`src/derq_pkg.sv`:
```
// ----------------------------------------------------------------------------
// derq_pkg: shared types, constants and helpers for the ring deque
// Sizes, operation and status codes, controller/datapath interface structs
// and the pointer stepping functions.
// ----------------------------------------------------------------------------
package derq_pkg;

  // Built storage and field widths
  localparam int DEPTH     = 64;
  localparam int WORD_W    = 32;
  localparam int MODE_W    = 3;
  localparam int IDX_W     = 6;
  localparam int STAT_W    = 2;
  localparam int CAP_W     = 7;
  localparam int COUNT_W   = 7;
  localparam int CAP_RESET = 64;

  // Derived widths
  localparam int PTR_W   = $clog2(DEPTH);
  localparam int CNT_W   = $clog2(DEPTH + 1);
  localparam int CNTX_W  = CNT_W + 1;
  localparam int MOD_W   = ((PTR_W > IDX_W) ? PTR_W : IDX_W) + 1;
  localparam int MSTEP_W = $clog2(MOD_W + 1);

  // Register port
  localparam int APB_W  = 32;
  localparam int ADDR_W = 3;
  localparam logic [ADDR_W-3:0] REG_CAPACITY = '0;

  // Operation codes carried by the mode field
  typedef enum logic [MODE_W-1:0] {
    MODE_PUSH_R = 3'd0,
    MODE_PUSH_L = 3'd1,
    MODE_POP_R  = 3'd2,
    MODE_POP_L  = 3'd3,
    MODE_RD_L   = 3'd4,
    MODE_RD_R   = 3'd5
  } mode_t;

  // Result status codes
  typedef enum logic [STAT_W-1:0] {
    ST_OK    = 2'd0,
    ST_FULL  = 2'd1,
    ST_EMPTY = 2'd2
  } stat_t;

  // Operand choice for the remainder unit
  typedef enum logic [1:0] {
    MS_FRONT_IDX = 2'd0,
    MS_BACK      = 2'd1,
    MS_IDX       = 2'd2
  } msel_t;

  // Controller to datapath commands
  typedef struct packed {
    logic  latch;      // capture the accepted request
    logic  exec;       // decode and apply push/pop updates
    logic  mod_start;  // launch the remainder unit
    msel_t mod_sel;
    logic  save_b;     // keep first remainder of a right-end read
    logic  rd_issue;   // read the cell found for an indexed read
    logic  out_load;   // move the result into the output register
  } ctl_cmd_t;

  // Datapath to controller status
  typedef struct packed {
    logic ok;
    logic is_rdl;
    logic is_rdr;
    logic mod_done;
    logic out_free;
  } dp_stat_t;

  // Capacity clamped to 1..DEPTH
  function automatic logic [CNT_W-1:0] eff_cap(input logic [CAP_W-1:0] c);
    if (c == '0) return CNT_W'(1);
    if (int'(c) > DEPTH) return CNT_W'(DEPTH);
    return CNT_W'(c);
  endfunction

  // Step right, wrapping past cap-1 to zero
  function automatic logic [PTR_W-1:0] step_up(input logic [PTR_W-1:0] p,
                                               input logic [CNT_W-1:0] cap);
    logic [CNT_W-1:0] nx;
    nx = CNT_W'(p) + CNT_W'(1);
    return (nx >= cap) ? '0 : PTR_W'(nx);
  endfunction

  // Step left, wrapping from zero (or beyond cap) to cap-1
  function automatic logic [PTR_W-1:0] step_down(input logic [PTR_W-1:0] p,
                                                 input logic [CNT_W-1:0] cap);
    if (p == '0 || CNT_W'(p) > cap) return PTR_W'(cap - CNT_W'(1));
    return p - PTR_W'(1);
  endfunction

endpackage

```
`src/double_ended_ring_queue_top.sv`:
```
// ----------------------------------------------------------------------------
// double_ended_ring_queue_top: ring-buffer deque of 32-bit words
// Push/pop at either end and indexed reads, with a programmable capacity.
// ----------------------------------------------------------------------------
// Usage:
//   Request channel in_*: mode, value, index; taken when in_valid is high and
//   in_stall is low. Every request yields exactly one result on out_*: data,
//   status (ok, full, empty/out of range) and the occupancy afterwards.
//   Pushes, pops and refused requests go from acceptance through decode to
//   out_valid; a read from the left adds one pass and a read from the right
//   two passes of the remainder unit, which wraps the index to the capacity.
//   The block works on one request at a time, so the next request is taken
//   only once the previous result has moved into the output register.
//   The result sits in an output register, so a new request is taken while
//   it waits; if out_stall holds, the next result waits inside the block and
//   in_stall stays high until the output register frees.
//   Reset empties the queue (pointers and occupancy to zero) and sets the
//   capacity to 64; cell contents are not cleared. Capacity lives at byte
//   address 0 of the register port; the user must write it only while idle,
//   as the block does not enforce this.
// ----------------------------------------------------------------------------
module double_ended_ring_queue_top (
  input  logic                                clk,
  input  logic                                rst_n,
  // Request channel
  input  logic                                in_valid,
  output logic                                in_stall,
  input  logic [derq_pkg::MODE_W-1:0]         in_mode,
  input  logic signed [derq_pkg::WORD_W-1:0]  in_value,
  input  logic [derq_pkg::IDX_W-1:0]          in_index,
  // Result channel
  output logic                                out_valid,
  input  logic                                out_stall,
  output logic signed [derq_pkg::WORD_W-1:0]  out_data,
  output logic [derq_pkg::STAT_W-1:0]         out_status,
  output logic [derq_pkg::COUNT_W-1:0]        out_count,
  // Register port
  input  logic                                psel,
  input  logic                                penable,
  input  logic                                pwrite,
  input  logic [derq_pkg::ADDR_W-1:0]         paddr,
  input  logic [derq_pkg::APB_W-1:0]          pwdata,
  output logic [derq_pkg::APB_W-1:0]          prdata,
  output logic                                pready
);
  import derq_pkg::*;

  ctl_cmd_t         cmd;
  dp_stat_t         st;
  logic             cap_we;
  logic [CAP_W-1:0] cap_rdata;
  logic [ADDR_W-3:0] reg_idx;

  // Register decode
  assign reg_idx = paddr[ADDR_W-1:2];
  assign pready  = 1'b1;
  assign cap_we  = psel && penable && pwrite && (reg_idx == REG_CAPACITY);
  assign prdata  = (reg_idx == REG_CAPACITY) ? APB_W'(cap_rdata) : '0;

  derq_ctrl u_ctrl (
    .clk      (clk),
    .rst_n    (rst_n),
    .in_valid (in_valid),
    .in_stall (in_stall),
    .st       (st),
    .cmd      (cmd)
  );

  derq_dp u_dp (
    .clk        (clk),
    .rst_n      (rst_n),
    .cmd        (cmd),
    .st         (st),
    .in_mode    (in_mode),
    .in_value   (in_value),
    .in_index   (in_index),
    .cap_we     (cap_we),
    .cap_wdata  (pwdata[CAP_W-1:0]),
    .cap_rdata  (cap_rdata),
    .out_valid  (out_valid),
    .out_stall  (out_stall),
    .out_data   (out_data),
    .out_status (out_status),
    .out_count  (out_count)
  );

endmodule

```
`src/derq_mod.sv`:
```
// ----------------------------------------------------------------------------
// derq_mod: iterative remainder unit
// Restoring remainder, one numerator bit per cycle; done pulses in the cycle
// after the last step with the remainder held until the next start.
// ----------------------------------------------------------------------------
module derq_mod (
  input  logic                        clk,
  input  logic                        rst_n,
  input  logic                        start,
  input  logic [derq_pkg::MOD_W-1:0]  num,
  input  logic [derq_pkg::CNT_W-1:0]  den,
  output logic                        done,
  output logic [derq_pkg::PTR_W-1:0]  rem
);
  import derq_pkg::*;

  logic               busy_r, busy_nxt;
  logic               done_r, done_nxt;
  logic [MSTEP_W-1:0] cnt_r, cnt_nxt;
  logic [MOD_W-1:0]   num_r, num_nxt;
  logic [CNT_W-1:0]   rem_r, rem_nxt;
  logic [CNTX_W-1:0]  trial;

  // One shift-and-subtract step
  always_comb begin
    busy_nxt = busy_r;
    done_nxt = 1'b0;
    cnt_nxt  = cnt_r;
    num_nxt  = num_r;
    rem_nxt  = rem_r;
    trial    = {rem_r, num_r[MOD_W-1]};
    if (start) begin
      busy_nxt = 1'b1;
      cnt_nxt  = MSTEP_W'(MOD_W);
      num_nxt  = num;
      rem_nxt  = '0;
    end else if (busy_r) begin
      if (trial >= CNTX_W'(den)) begin
        rem_nxt = CNT_W'(trial - CNTX_W'(den));
      end else begin
        rem_nxt = CNT_W'(trial);
      end
      num_nxt = num_r << 1;
      cnt_nxt = cnt_r - MSTEP_W'(1);
      if (cnt_r == MSTEP_W'(1)) begin
        busy_nxt = 1'b0;
        done_nxt = 1'b1;
      end
    end
  end

  // Control state
  always_ff @(posedge clk) begin
    if (!rst_n) begin
      busy_r <= 1'b0;
      done_r <= 1'b0;
      cnt_r  <= '0;
    end else begin
      busy_r <= busy_nxt;
      done_r <= done_nxt;
      cnt_r  <= cnt_nxt;
    end
  end

  // Operand and partial remainder
  always_ff @(posedge clk) begin
    num_r <= num_nxt;
    rem_r <= rem_nxt;
  end

  assign done = done_r;
  assign rem  = PTR_W'(rem_r);

endmodule

```
`src/derq_ctrl.sv`:
```
// ----------------------------------------------------------------------------
// derq_ctrl: deque sequencer
// Takes one request at a time, runs decode, the remainder passes for indexed
// reads, and hands the result to the output register.
// ----------------------------------------------------------------------------
module derq_ctrl (
  input  logic                clk,
  input  logic                rst_n,
  input  logic                in_valid,
  output logic                in_stall,
  input  derq_pkg::dp_stat_t  st,
  output derq_pkg::ctl_cmd_t  cmd
);
  import derq_pkg::*;

  typedef enum logic [3:0] {
    S_IDLE = 4'b0001,
    S_DEC  = 4'b0010,
    S_MOD  = 4'b0100,
    S_DONE = 4'b1000
  } state_t;

  state_t state_r, state_nxt;
  logic   phase_r, phase_nxt;  // second remainder pass of a right-end read

  // Next state and commands
  always_comb begin
    state_nxt   = state_r;
    phase_nxt   = phase_r;
    cmd         = '0;
    cmd.mod_sel = MS_FRONT_IDX;
    case (state_r)
      S_IDLE: begin
        if (in_valid) begin
          cmd.latch = 1'b1;
          state_nxt = S_DEC;
        end
      end
      S_DEC: begin
        cmd.exec  = 1'b1;
        phase_nxt = 1'b0;
        if (st.ok && st.is_rdl) begin
          cmd.mod_start = 1'b1;
          cmd.mod_sel   = MS_FRONT_IDX;
          state_nxt     = S_MOD;
        end else if (st.ok && st.is_rdr) begin
          cmd.mod_start = 1'b1;
          cmd.mod_sel   = MS_BACK;
          state_nxt     = S_MOD;
        end else begin
          state_nxt = S_DONE;
        end
      end
      S_MOD: begin
        if (st.mod_done) begin
          if (st.is_rdr && !phase_r) begin
            cmd.save_b    = 1'b1;
            cmd.mod_start = 1'b1;
            cmd.mod_sel   = MS_IDX;
            phase_nxt     = 1'b1;
          end else begin
            cmd.rd_issue = 1'b1;
            state_nxt    = S_DONE;
          end
        end
      end
      S_DONE: begin
        if (st.out_free) begin
          cmd.out_load = 1'b1;
          state_nxt    = S_IDLE;
        end
      end
      default: begin
        state_nxt = S_IDLE;
      end
    endcase
  end

  always_ff @(posedge clk) begin
    if (!rst_n) begin
      state_r <= S_IDLE;
      phase_r <= 1'b0;
    end else begin
      state_r <= state_nxt;
      phase_r <= phase_nxt;
    end
  end

  assign in_stall = (state_r != S_IDLE);

endmodule

```
`src/derq_dp.sv`:
```
// ----------------------------------------------------------------------------
// derq_dp: deque datapath
// Cell memory, end pointers, occupancy, capacity register, status decode,
// index wrap through the remainder unit and the output register.
// ----------------------------------------------------------------------------
module derq_dp (
  input  logic                                clk,
  input  logic                                rst_n,
  input  derq_pkg::ctl_cmd_t                  cmd,
  output derq_pkg::dp_stat_t                  st,
  input  logic [derq_pkg::MODE_W-1:0]         in_mode,
  input  logic signed [derq_pkg::WORD_W-1:0]  in_value,
  input  logic [derq_pkg::IDX_W-1:0]          in_index,
  input  logic                                cap_we,
  input  logic [derq_pkg::CAP_W-1:0]          cap_wdata,
  output logic [derq_pkg::CAP_W-1:0]          cap_rdata,
  output logic                                out_valid,
  input  logic                                out_stall,
  output logic signed [derq_pkg::WORD_W-1:0]  out_data,
  output logic [derq_pkg::STAT_W-1:0]         out_status,
  output logic [derq_pkg::COUNT_W-1:0]        out_count
);
  import derq_pkg::*;

  // Request registers
  logic [MODE_W-1:0] mode_r;
  logic [WORD_W-1:0] value_r;
  logic [IDX_W-1:0]  index_r;

  // Queue state
  logic [CAP_W-1:0] cap_r, cap_nxt;
  logic [PTR_W-1:0] front_r, front_nxt;
  logic [PTR_W-1:0] back_r, back_nxt;
  logic [CNT_W-1:0] occ_r, occ_nxt;
  logic [WORD_W-1:0] cells [DEPTH];
  logic [WORD_W-1:0] rdata_r;

  // Per-request results
  stat_t            status_r, status_nxt;
  logic             from_mem_r, from_mem_nxt;
  logic [PTR_W-1:0] b_r;

  // Output register
  logic              out_valid_r, out_valid_nxt;
  logic [WORD_W-1:0] out_data_r;
  logic [STAT_W-1:0] out_status_r;
  logic [COUNT_W-1:0] out_count_r;

  logic [CNT_W-1:0]  cap;
  stat_t             stat;
  logic              ok;
  logic              wr_en, rd_en;
  logic [PTR_W-1:0]  wr_addr, rd_addr;
  logic [PTR_W-1:0]  front_dn, back_dn;
  logic [MOD_W-1:0]  mod_num;
  logic              mod_done;
  logic [PTR_W-1:0]  mod_rem;
  logic [CNTX_W-1:0] t_sum;
  logic [PTR_W-1:0]  right_addr;
  logic              out_free;

  assign cap      = eff_cap(cap_r);
  assign front_dn = step_down(front_r, cap);
  assign back_dn  = step_down(back_r, cap);

  // Status decode for the held request
  always_comb begin
    case (mode_t'(mode_r))
      MODE_PUSH_R, MODE_PUSH_L: stat = (occ_r >= cap) ? ST_FULL : ST_OK;
      MODE_POP_R, MODE_POP_L:   stat = (occ_r == '0) ? ST_EMPTY : ST_OK;
      MODE_RD_L, MODE_RD_R:     stat = (int'(index_r) >= int'(occ_r)) ? ST_EMPTY : ST_OK;
      default:                  stat = ST_EMPTY;
    endcase
  end

  assign ok = (stat == ST_OK);

  // Remainder unit operands
  always_comb begin
    case (cmd.mod_sel)
      MS_FRONT_IDX: mod_num = MOD_W'(front_r) + MOD_W'(index_r);
      MS_BACK:      mod_num = MOD_W'(back_r);
      MS_IDX:       mod_num = MOD_W'(index_r);
      default:      mod_num = '0;
    endcase
  end

  derq_mod u_mod (
    .clk   (clk),
    .rst_n (rst_n),
    .start (cmd.mod_start),
    .num   (mod_num),
    .den   (cap),
    .done  (mod_done),
    .rem   (mod_rem)
  );

  // Right-end read: (back mod cap) + cap - 1 - (index mod cap), wrapped once
  always_comb begin
    t_sum = CNTX_W'(b_r) + CNTX_W'(cap) - CNTX_W'(1) - CNTX_W'(mod_rem);
    if (t_sum >= CNTX_W'(cap)) begin
      right_addr = PTR_W'(t_sum - CNTX_W'(cap));
    end else begin
      right_addr = PTR_W'(t_sum);
    end
  end

  // Push/pop updates and memory access
  always_comb begin
    front_nxt    = front_r;
    back_nxt     = back_r;
    occ_nxt      = occ_r;
    wr_en        = 1'b0;
    wr_addr      = back_r;
    rd_en        = 1'b0;
    rd_addr      = front_r;
    status_nxt   = status_r;
    from_mem_nxt = from_mem_r;
    if (cmd.exec) begin
      status_nxt   = stat;
      from_mem_nxt = 1'b0;
      if (ok) begin
        case (mode_t'(mode_r))
          MODE_PUSH_R: begin
            wr_en    = 1'b1;
            wr_addr  = back_r;
            back_nxt = step_up(back_r, cap);
            occ_nxt  = occ_r + CNT_W'(1);
          end
          MODE_PUSH_L: begin
            wr_en     = 1'b1;
            wr_addr   = front_dn;
            front_nxt = front_dn;
            occ_nxt   = occ_r + CNT_W'(1);
          end
          MODE_POP_R: begin
            rd_en        = 1'b1;
            rd_addr      = back_dn;
            back_nxt     = back_dn;
            occ_nxt      = occ_r - CNT_W'(1);
            from_mem_nxt = 1'b1;
          end
          MODE_POP_L: begin
            rd_en        = 1'b1;
            rd_addr      = front_r;
            front_nxt    = step_up(front_r, cap);
            occ_nxt      = occ_r - CNT_W'(1);
            from_mem_nxt = 1'b1;
          end
          MODE_RD_L, MODE_RD_R: begin
            from_mem_nxt = 1'b1;
          end
          default: begin
            from_mem_nxt = 1'b0;
          end
        endcase
      end
    end
    if (cmd.rd_issue) begin
      rd_en   = 1'b1;
      rd_addr = (mode_t'(mode_r) == MODE_RD_L) ? mod_rem : right_addr;
    end
  end

  // Capacity register
  assign cap_nxt   = cap_we ? cap_wdata : cap_r;
  assign cap_rdata = cap_r;

  // Output register handshake
  assign out_free      = !out_valid_r || !out_stall;
  assign out_valid_nxt = cmd.out_load ? 1'b1 : (out_stall ? out_valid_r : 1'b0);

  // Control state
  always_ff @(posedge clk) begin
    if (!rst_n) begin
      cap_r       <= CAP_W'(CAP_RESET);
      front_r     <= '0;
      back_r      <= '0;
      occ_r       <= '0;
      status_r    <= ST_OK;
      from_mem_r  <= 1'b0;
      out_valid_r <= 1'b0;
    end else begin
      cap_r       <= cap_nxt;
      front_r     <= front_nxt;
      back_r      <= back_nxt;
      occ_r       <= occ_nxt;
      status_r    <= status_nxt;
      from_mem_r  <= from_mem_nxt;
      out_valid_r <= out_valid_nxt;
    end
  end

  // Request capture and saved remainder
  always_ff @(posedge clk) begin
    if (cmd.latch) begin
      mode_r  <= in_mode;
      value_r <= in_value;
      index_r <= in_index;
    end
    if (cmd.save_b) begin
      b_r <= mod_rem;
    end
  end

  // Cell memory, registered read
  always_ff @(posedge clk) begin
    if (wr_en) begin
      cells[wr_addr] <= value_r;
    end
    if (rd_en) begin
      rdata_r <= cells[rd_addr];
    end
  end

  // Result payload
  always_ff @(posedge clk) begin
    if (cmd.out_load) begin
      out_data_r   <= from_mem_r ? rdata_r : '0;
      out_status_r <= status_r;
      out_count_r  <= COUNT_W'(occ_r);
    end
  end

  assign st.ok       = ok;
  assign st.is_rdl   = (mode_t'(mode_r) == MODE_RD_L);
  assign st.is_rdr   = (mode_t'(mode_r) == MODE_RD_R);
  assign st.mod_done = mod_done;
  assign st.out_free = out_free;

  assign out_valid  = out_valid_r;
  assign out_data   = out_data_r;
  assign out_status = out_status_r;
  assign out_count  = out_count_r;

endmodule
```
`config.mk`:
```
export PLATFORM = sky130hd
export DESIGN_NAME = double_ended_ring_queue_top
export DESIGN_NICKNAME = d
export VERILOG_FILES = /design/src/derq_pkg.sv /design/src/double_ended_ring_queue_top.sv /design/src/derq_mod.sv /design/src/derq_ctrl.sv /design/src/derq_dp.sv
export SDC_FILE = /design/constraint.sdc
export NUM_CORES = 2
export LEC_CHECK = 0
export BUFFER_PORTS_ARGS = -buffer_cell sky130_fd_sc_hd__buf_4
export CORE_MARGIN = 2
export CORE_UTILIZATION = 25
export DETAILED_ROUTE_END_ITERATION = 8
export PLACE_DENSITY = 0.48
export SLEW_MARGIN = 20
export SYNTH_ARGS = -nofsm -noshare
export SYNTH_HDL_FRONTEND = slang
export SYNTH_SLANG_ARGS = --single-unit
```
`constraint.sdc`:
```
create_clock -name clk -period 5.55 [get_ports clk]
set_clock_uncertainty 0.2 [all_clocks]
set_input_delay 0 -clock clk [delete_from_list [all_inputs] [get_ports clk]]
set_output_delay 0 -clock clk [all_outputs]
set_load 0.02 [all_outputs]
```
# == Word-level counts from Yosys, hierarchy flattened ==
# Memory sizes are Yosys's and may differ from the RTL's. A register that Yosys moved wholly into a read port is not among the register bits.
# Cells that the tools add are included.
# op_classes
n_reduce_logical,34
eq_ne,19
n_lt_le_gt_ge,9
mux,77
bitwise_logic,3
add_sub_neg,14
# op_table
op,count
$mux 6,15
$mux 7,8
$mux 1,31
$mux 4,7
$pmux 6 s2,2
$ge 7x7->1,3
$pmux 7 s3,1
$sub 6x1->6 const B,3
$ge 8x7->1,2
$pmux 4 s4,1
$add 6x1->7 const B,2
$gt 6x7->1,2
$logic_not 7->1,2
$pmux 7 s2,1
$logic_not 6->1,2
$mux 3,4
$reduce_and 3->1,4
$reduce_bool 2->1,5
$add 6x7->8,1
$ne 2x1->1 const B,4
$sub 8x1->8 const B,1
$sub 8x6->8,1
$add 6x6->7,1
$add 7x1->7 const B,1
other kinds (32),52
# totals
in_bits,83
ff_bits,142
mem_count,1
wordCells,178
out_inout_bits,76
mem_bits_rw,2048
# memory_table
name,depth,word_bits,read_ports,rd_ports_with_merged_regs,write_ports,line_no,text
u_dp.cells,64,32,1,1,1,derq_dp.sv:35,logic [WORD_W-1:0] cells [DEPTH];

# == Depth between registers and ports, before layout ==
# depth
ltp_word,16
mapped_depth,26
depth_no_buf,21

# == Hierarchy ==
# From an unflattened synthesis, not the netlist that was laid out.
# unflattened
hier_cells,5034
area_unflattened_um2,88245.9
# modules_own_cells
mod,n_inst,seq_area_each_um2,area_per_inst_um2,cells_each
derq_dp,1,65703.0,86331.5,4813
derq_mod,1,450.4,1298.7,143
derq_ctrl,1,100.1,341.6,42
double_ended_ring_queue_top,1,0.0,274.0,36

# == Worst setup path after synthesis ==
# No wires, ideal clock.
# synth_timing
path_kind,reg2reg
startpoint,register u_dp.cap_r[3] (netlist: u_dp.cap_rdata[3])
endpoint,"register u_dp.rdata_r[25], read port of u_dp.cells, data pin"
period_less_slack_ns,5.945
stages_incl_launch_ff,22
arrival_time_ns,5.486
n_path_buf,5
slack_ns,-0.395
required_time_ns,5.091
setup_ns,0.259
path_cell_list,dfxtp_1 > or3_1 > o41ai_2 > fa_1 > ha_1 > fa_1 > ha_1 > and2_1 > a311o_1 > o21bai_1 > nand3_1 > o311ai_2 > and2_1 > buf_4 > buf_4 > buf_4 > buf_4 > buf_2 > nand3_1 > a32oi_1 > o22ai_1 > a211o_1
# synth_via
elab_chain_cells,13
# synth_rtl
item,line_no,text
from (decl),derq_dp.sv:31,"logic [CAP_W-1:0] cap_r, cap_nxt;"
from (signal assigned),derq_dp.sv:176,cap_r <= CAP_W'(CAP_RESET);
from (signal assigned),derq_dp.sv:184,cap_r <= cap_nxt;
$gt 7x7->1,derq_pkg.sv:77,if (int'(c) > DEPTH) return CNT_W'(DEPTH);
$mux 1 (2 in series),derq_pkg.sv:77,
$mux 7,derq_pkg.sv:78,return CNT_W'(c);
$mux 7 *,derq_pkg.sv:77,
branches (longest 8 deep; another with $add 6x7->8),-,
to (decl),derq_dp.sv:36,logic [WORD_W-1:0] rdata_r;
# Mark *: on every way between the ends. The select of a mux whose other input is x is not followed.
# A chain may end at the register's enable or synchronous reset.

# == Worst setup path after layout ==
# layout_timing
startpoint,register u_dp.cap_r[2] (netlist: u_dp.cap_rdata[2])
endpoint,"register u_dp.rdata_r[22], read port of u_dp.cells, data pin"
# The elaborated chain is that of the path after synthesis.

==> flow_metrics.py <==
metrics = {
    "cells_and_area": {
        "fin_area_sq_um": 122000,
        "fin_nets": 7850,
        "drive_gt1_share_pct": 28.1,
        "areaGrowthSynthToFinish_pct": 34.3,
        "fill_cells": 35200,
    },
    "floorplanning": {
        "die_x_um": 606,
        "dieArea_sq_um": 368000,
        "io_pins": 159,
        "start_util_pct": 25.1,
        "chipHeight_um": 606,
        "core-area_sq_um": 362000,
        "rows": 221,
    },
    "critical_path": {
        "cp_cell_sequence": "or3_4, o41ai_4, fa_2, ha_4, fa_2, ha_4, and2_4, a311o_1, buf_4, o21bai_4, a311o_1, o311ai_4, buf_12, and2_4, buf_12, buf_12, buf_16, buf_12, nand2_4, a21oi_2, nor4_2, buf_4, nand4_1, a221o_1",
        "crit_start": "u_dp.cap_rdata[2]$_SDFFE_PN0P_",
        "slowest_delay_ns": 0.51,
        "path_common_cell": "buf_12",
        "slowest_stage": "a221o_1",
        "start_kind": "flip-flop",
        "worstPathRequired_ns": 6.02,
        "crit_fanout": 6,
        "arrival_ns": 6.51,
        "worstSetupEndpointType": "flip-flop",
        "reg2reg_from": "u_dp.cap_rdata[2]$_SDFFE_PN0P_",
        "crit_type": "flip-flop to flip-flop",
    },
    "placement": {
        "place_ws_ns": -1.11,
        "place.gp.congestion": 0.864,
        "port_buffers": 105,
        "post_dp_cell_area_sq_um": 105000,
        "hpwl_mm": 220,
    },
    "yosys": {
        "synth_area_sq_um": 90700,
        "yosysSeqAreaShare_pct": 73.0,
        "async_flop_share_pct": 0,
        "yosysTopAreaCell": "edfxtp_1",
        "synth_top_cells_by_area": "edfxtp_1 (72%), nand2_1 (5.1%), mux2i_1 (2.5%), nand3_1 (2.1%), a211oi_1 (2.0%)",
        "yosys-top-cells-count": "edfxtp_1 (2175), nand2_1 (1241), nand3_1 (380)",
        "syn_avg_cell_area_sq_um": 14.0,
        "ys_ff_latch": 2222,
        "synth_edf_count": 2175,
        "ys_warn_count": 0,
        "synth_flop_cell": "edfxtp_1",
        "synth_top_area_share_pct": 72.0,
        "ys_types": 97,
        "synth_most_common_cell": "edfxtp_1",
        "synthCells": 6480,
    },
    "global_route": {
        "grt_antenna_before_repair": 29,
        "track_usage_pct": 18.9,
        "grtUsageMet2_pct": 31.1,
        "grt.busiest_layer": "met2",
        "grt_pass1_wl_mm": 489,
        "grtUsageMet1_pct": 25.1,
        "met3_usage_pct": 3.00,
        "grt_overflow": 0,
        "grt_pass1_vias": 61100,
        "grt_max_degree": 65,
    },
    "power_and_ir_drop": {
        "p_switching_mw": 10.9,
        "power.share.sequential_pct": 47.2,
        "p_sw_share_pct": 26.0,
        "clockPowerShare_pct": 38.0,
        "pwr-share-comb_pct": 14.8,
        "intPower_mw": 31.1,
        "p_leak_nw": 42.1,
        "total_power_mw": 42.0,
        "irDropWorstVdd_uv": 242,
        "p_per_area_nw_per_um2": 345,
    },
    "clock_tree": {
        "cts_tree": "done",
        "clk_path_buf_depth": 4,
        "clk_pin_slew_ns": 0.07,
        "clock_latency_ns": 0.96,
        "cts_sinks": 2222,
        "cts_buffers": 243,
        "h-tree-depth": 4,
        "root_buffer": "clkbuf_16",
    },
    "sta": {
        "period_share_pct": 109,
        "setup_viol": 32,
        "fin_crit_ns": 6.04,
        "finalHoldViolations": 0,
        "rsz0062_at_grt": "yes",
        "timing.final.ws_setup_ns": -0.485,
        "maxSlewViolCount": 0,
        "max-slew-margin-rel_pct": 19.7,
        "fmax_ghz": 0.166,
        "worst_pin_slew_ns": 1.20,
    },
    "detailed_routing": {
        "drt_iter0_markers": 8118,
        "vias": 63800,
        "dr.pass1.iters": 6,
        "drt_wl_total_mm": 362,
        "post-route-drc-count": 0,
        "final_antenna_net_count": 0,
        "wire_per_inst_um": 28.6,
        "viasPerCell": 5.03,
    },
    "hold_path": {
        "worst_hold_startpoint": "rst_n",
        "min_path_type": "input port to flip-flop",
    },
    "flow_run": {
        "cap_violations": 0,
    },
    "outcome": {
        "status": "finished with violations",
        "violations": "setup timing",
    },
}
## placed cells by master, fill, tap and decap left out, types with 26 or more instances in the layout
master,instances
a211oi_1,141
a211oi_2,83
a21oi_1,160
a21oi_2,43
a311oi_1,43
a31oi_1,130
a32oi_1,34
and2_1,39
and3_1,195
buf_12,237
buf_16,42
buf_4,820
buf_6,89
buf_8,32
clkbuf_1,48
clkbuf_16,262
clkinv_1,56
clkinv_2,41
conb_1,26
dfxtp_1,44
dlygate4sd3_1,115
edfxtp_1,2175
ha_1,73
inv_1,42
mux2_2,30
mux2i_1,190
nand2_1,1200
nand2_2,30
nand3_1,364
nand4_1,28
nor2_1,117
nor2_4,75
nor3_1,33
o21ai_0,63
o22ai_1,40
## sequential cells by signal, indices dropped and copies added, names as in the netlist, 7 cells and up
name,flops
u_dp.cap_rdata,7
u_dp.cells,2048
u_dp.occ_r,7
u_dp.out_count,7
u_dp.out_data,32
u_dp.rdata_r,32
u_dp.u_mod.num_r,7
u_dp.u_mod.rem_r,7
u_dp.value_r,32
## critical path: cells and delay by family (launching register included)
family	cells	cell delay, ns
AO/OA/AOI/OAI	7	1.78
AND/OR/NAND/NOR	6	1.34
adder cells (fa/ha/maj)	4	1.12
buffers and inverters	7	1.06
flip-flops	1	0.32
## final timing paths
kind	slack, ns	cells past startpoint	endpoint
worst max register to register	-0.49	24	u_dp.rdata_r[22]$_DFFE_PP_
worst min-delay path	0.05	5	u_dp.occ_r[4]$_SDFFE_PN0P_
worst max-delay path	-0.49	24	u_dp.rdata_r[22]$_DFFE_PP_
worst min register to register	0.24	0	u_dp.out_status[1]$_DFFE_PP_
## per-layer routing
| metal | wire length (um) | vias to the layer above | part of all wire (%) |
|---|---|---|---|
| li1 | - | 27200 | - |
| met1 | 149000 | 32800 | 41 |
| met2 | 171000 | 3102 | 47 |
| met3 | 28200 | 631 | 7.8 |
| met4 | 14200 | 4 | 3.9 |
| met5 | 21 | - | 0.0058 |
## stage by stage
| stage | util (%) | hold slack (ns) | setup TNS (ns) | instances |
|---|---|---|---|---|
| floorplan | - | -0.138 | -283.54 | 6504 |
| CTS | 32.9 | 0.0160 | -9.97 | 12600 |
| global route | 33.7 | 0.0498 | -16.05 | 12700 |
| global placement | 29.1 | -0.0200 | -33.34 | 11800 |
| detailed placement | 29.1 | -0.0204 | -32.09 | 11800 |
| finish | 33.7 | 0.0491 | -10.72 | 12700 |
## power groups by stage
stage / clock network [mW] / registers (mW) / logic [mW]
finish: 16.0 / 19.8 / 6.21
global route: 16.8 / 19.8 / 6.61
CTS: 16.2 / 19.8 / 5.84
detailed placement: 0 / 20.2 / 5.16
global placement: 0 / 20.2 / 5.09
floorplan: 0 / 20.7 / 1.98
## kinds of logic (layout without fill, tap and decap cells)
family / Yosys count / count (layout) / synth area share (%)
AND/OR/NAND/NOR: 2266 / 2266 / 11.2
other: 2 / 46 / 0.00828
adder cells (fa/ha/maj): 88 / 88 / 1.31
multiplexers: 257 / 257 / 2.88
buffers and inverters: 479 / 1849 / 2.45
flip-flops: 2222 / 2222 / 73.0
AO/OA/AOI/OAI: 1129 / 1129 / 8.72
XOR/XNOR: 37 / 37 / 0.357
## what timing repair did
| item | in CTS | in global routing |
|---|---|---|
| gates cloned | 34 | 18 |
| endpoints found under the setup margin | 132 | 66 |
| pin swaps | 157 | 176 |
| hold endpoints to repair | 163 | 0 |
| gates resized for setup | 536 | 371 |
| hold buffers | 115 | 0 |
| buffers inserted | 156 | 98 |
## layout make-up
cell class / instances / area (sq um) / share of cell area, %
diodes: 20 / 50.0 / 0.0411
clock buffers: 292 / 6290 / 5.16
clock inverters: 148 / 1390 / 1.14
inverters: 47 / 179 / 0.147
multi-input cells: 3803 / 26200 / 21.5
flip-flops and latches: 2222 / 66300 / 54.4
well taps: 4794 / 6000 / 4.92
repair buffers: 1362 / 15400 / 12.7
No activity file was read; power rests on OpenSTA's default activity.
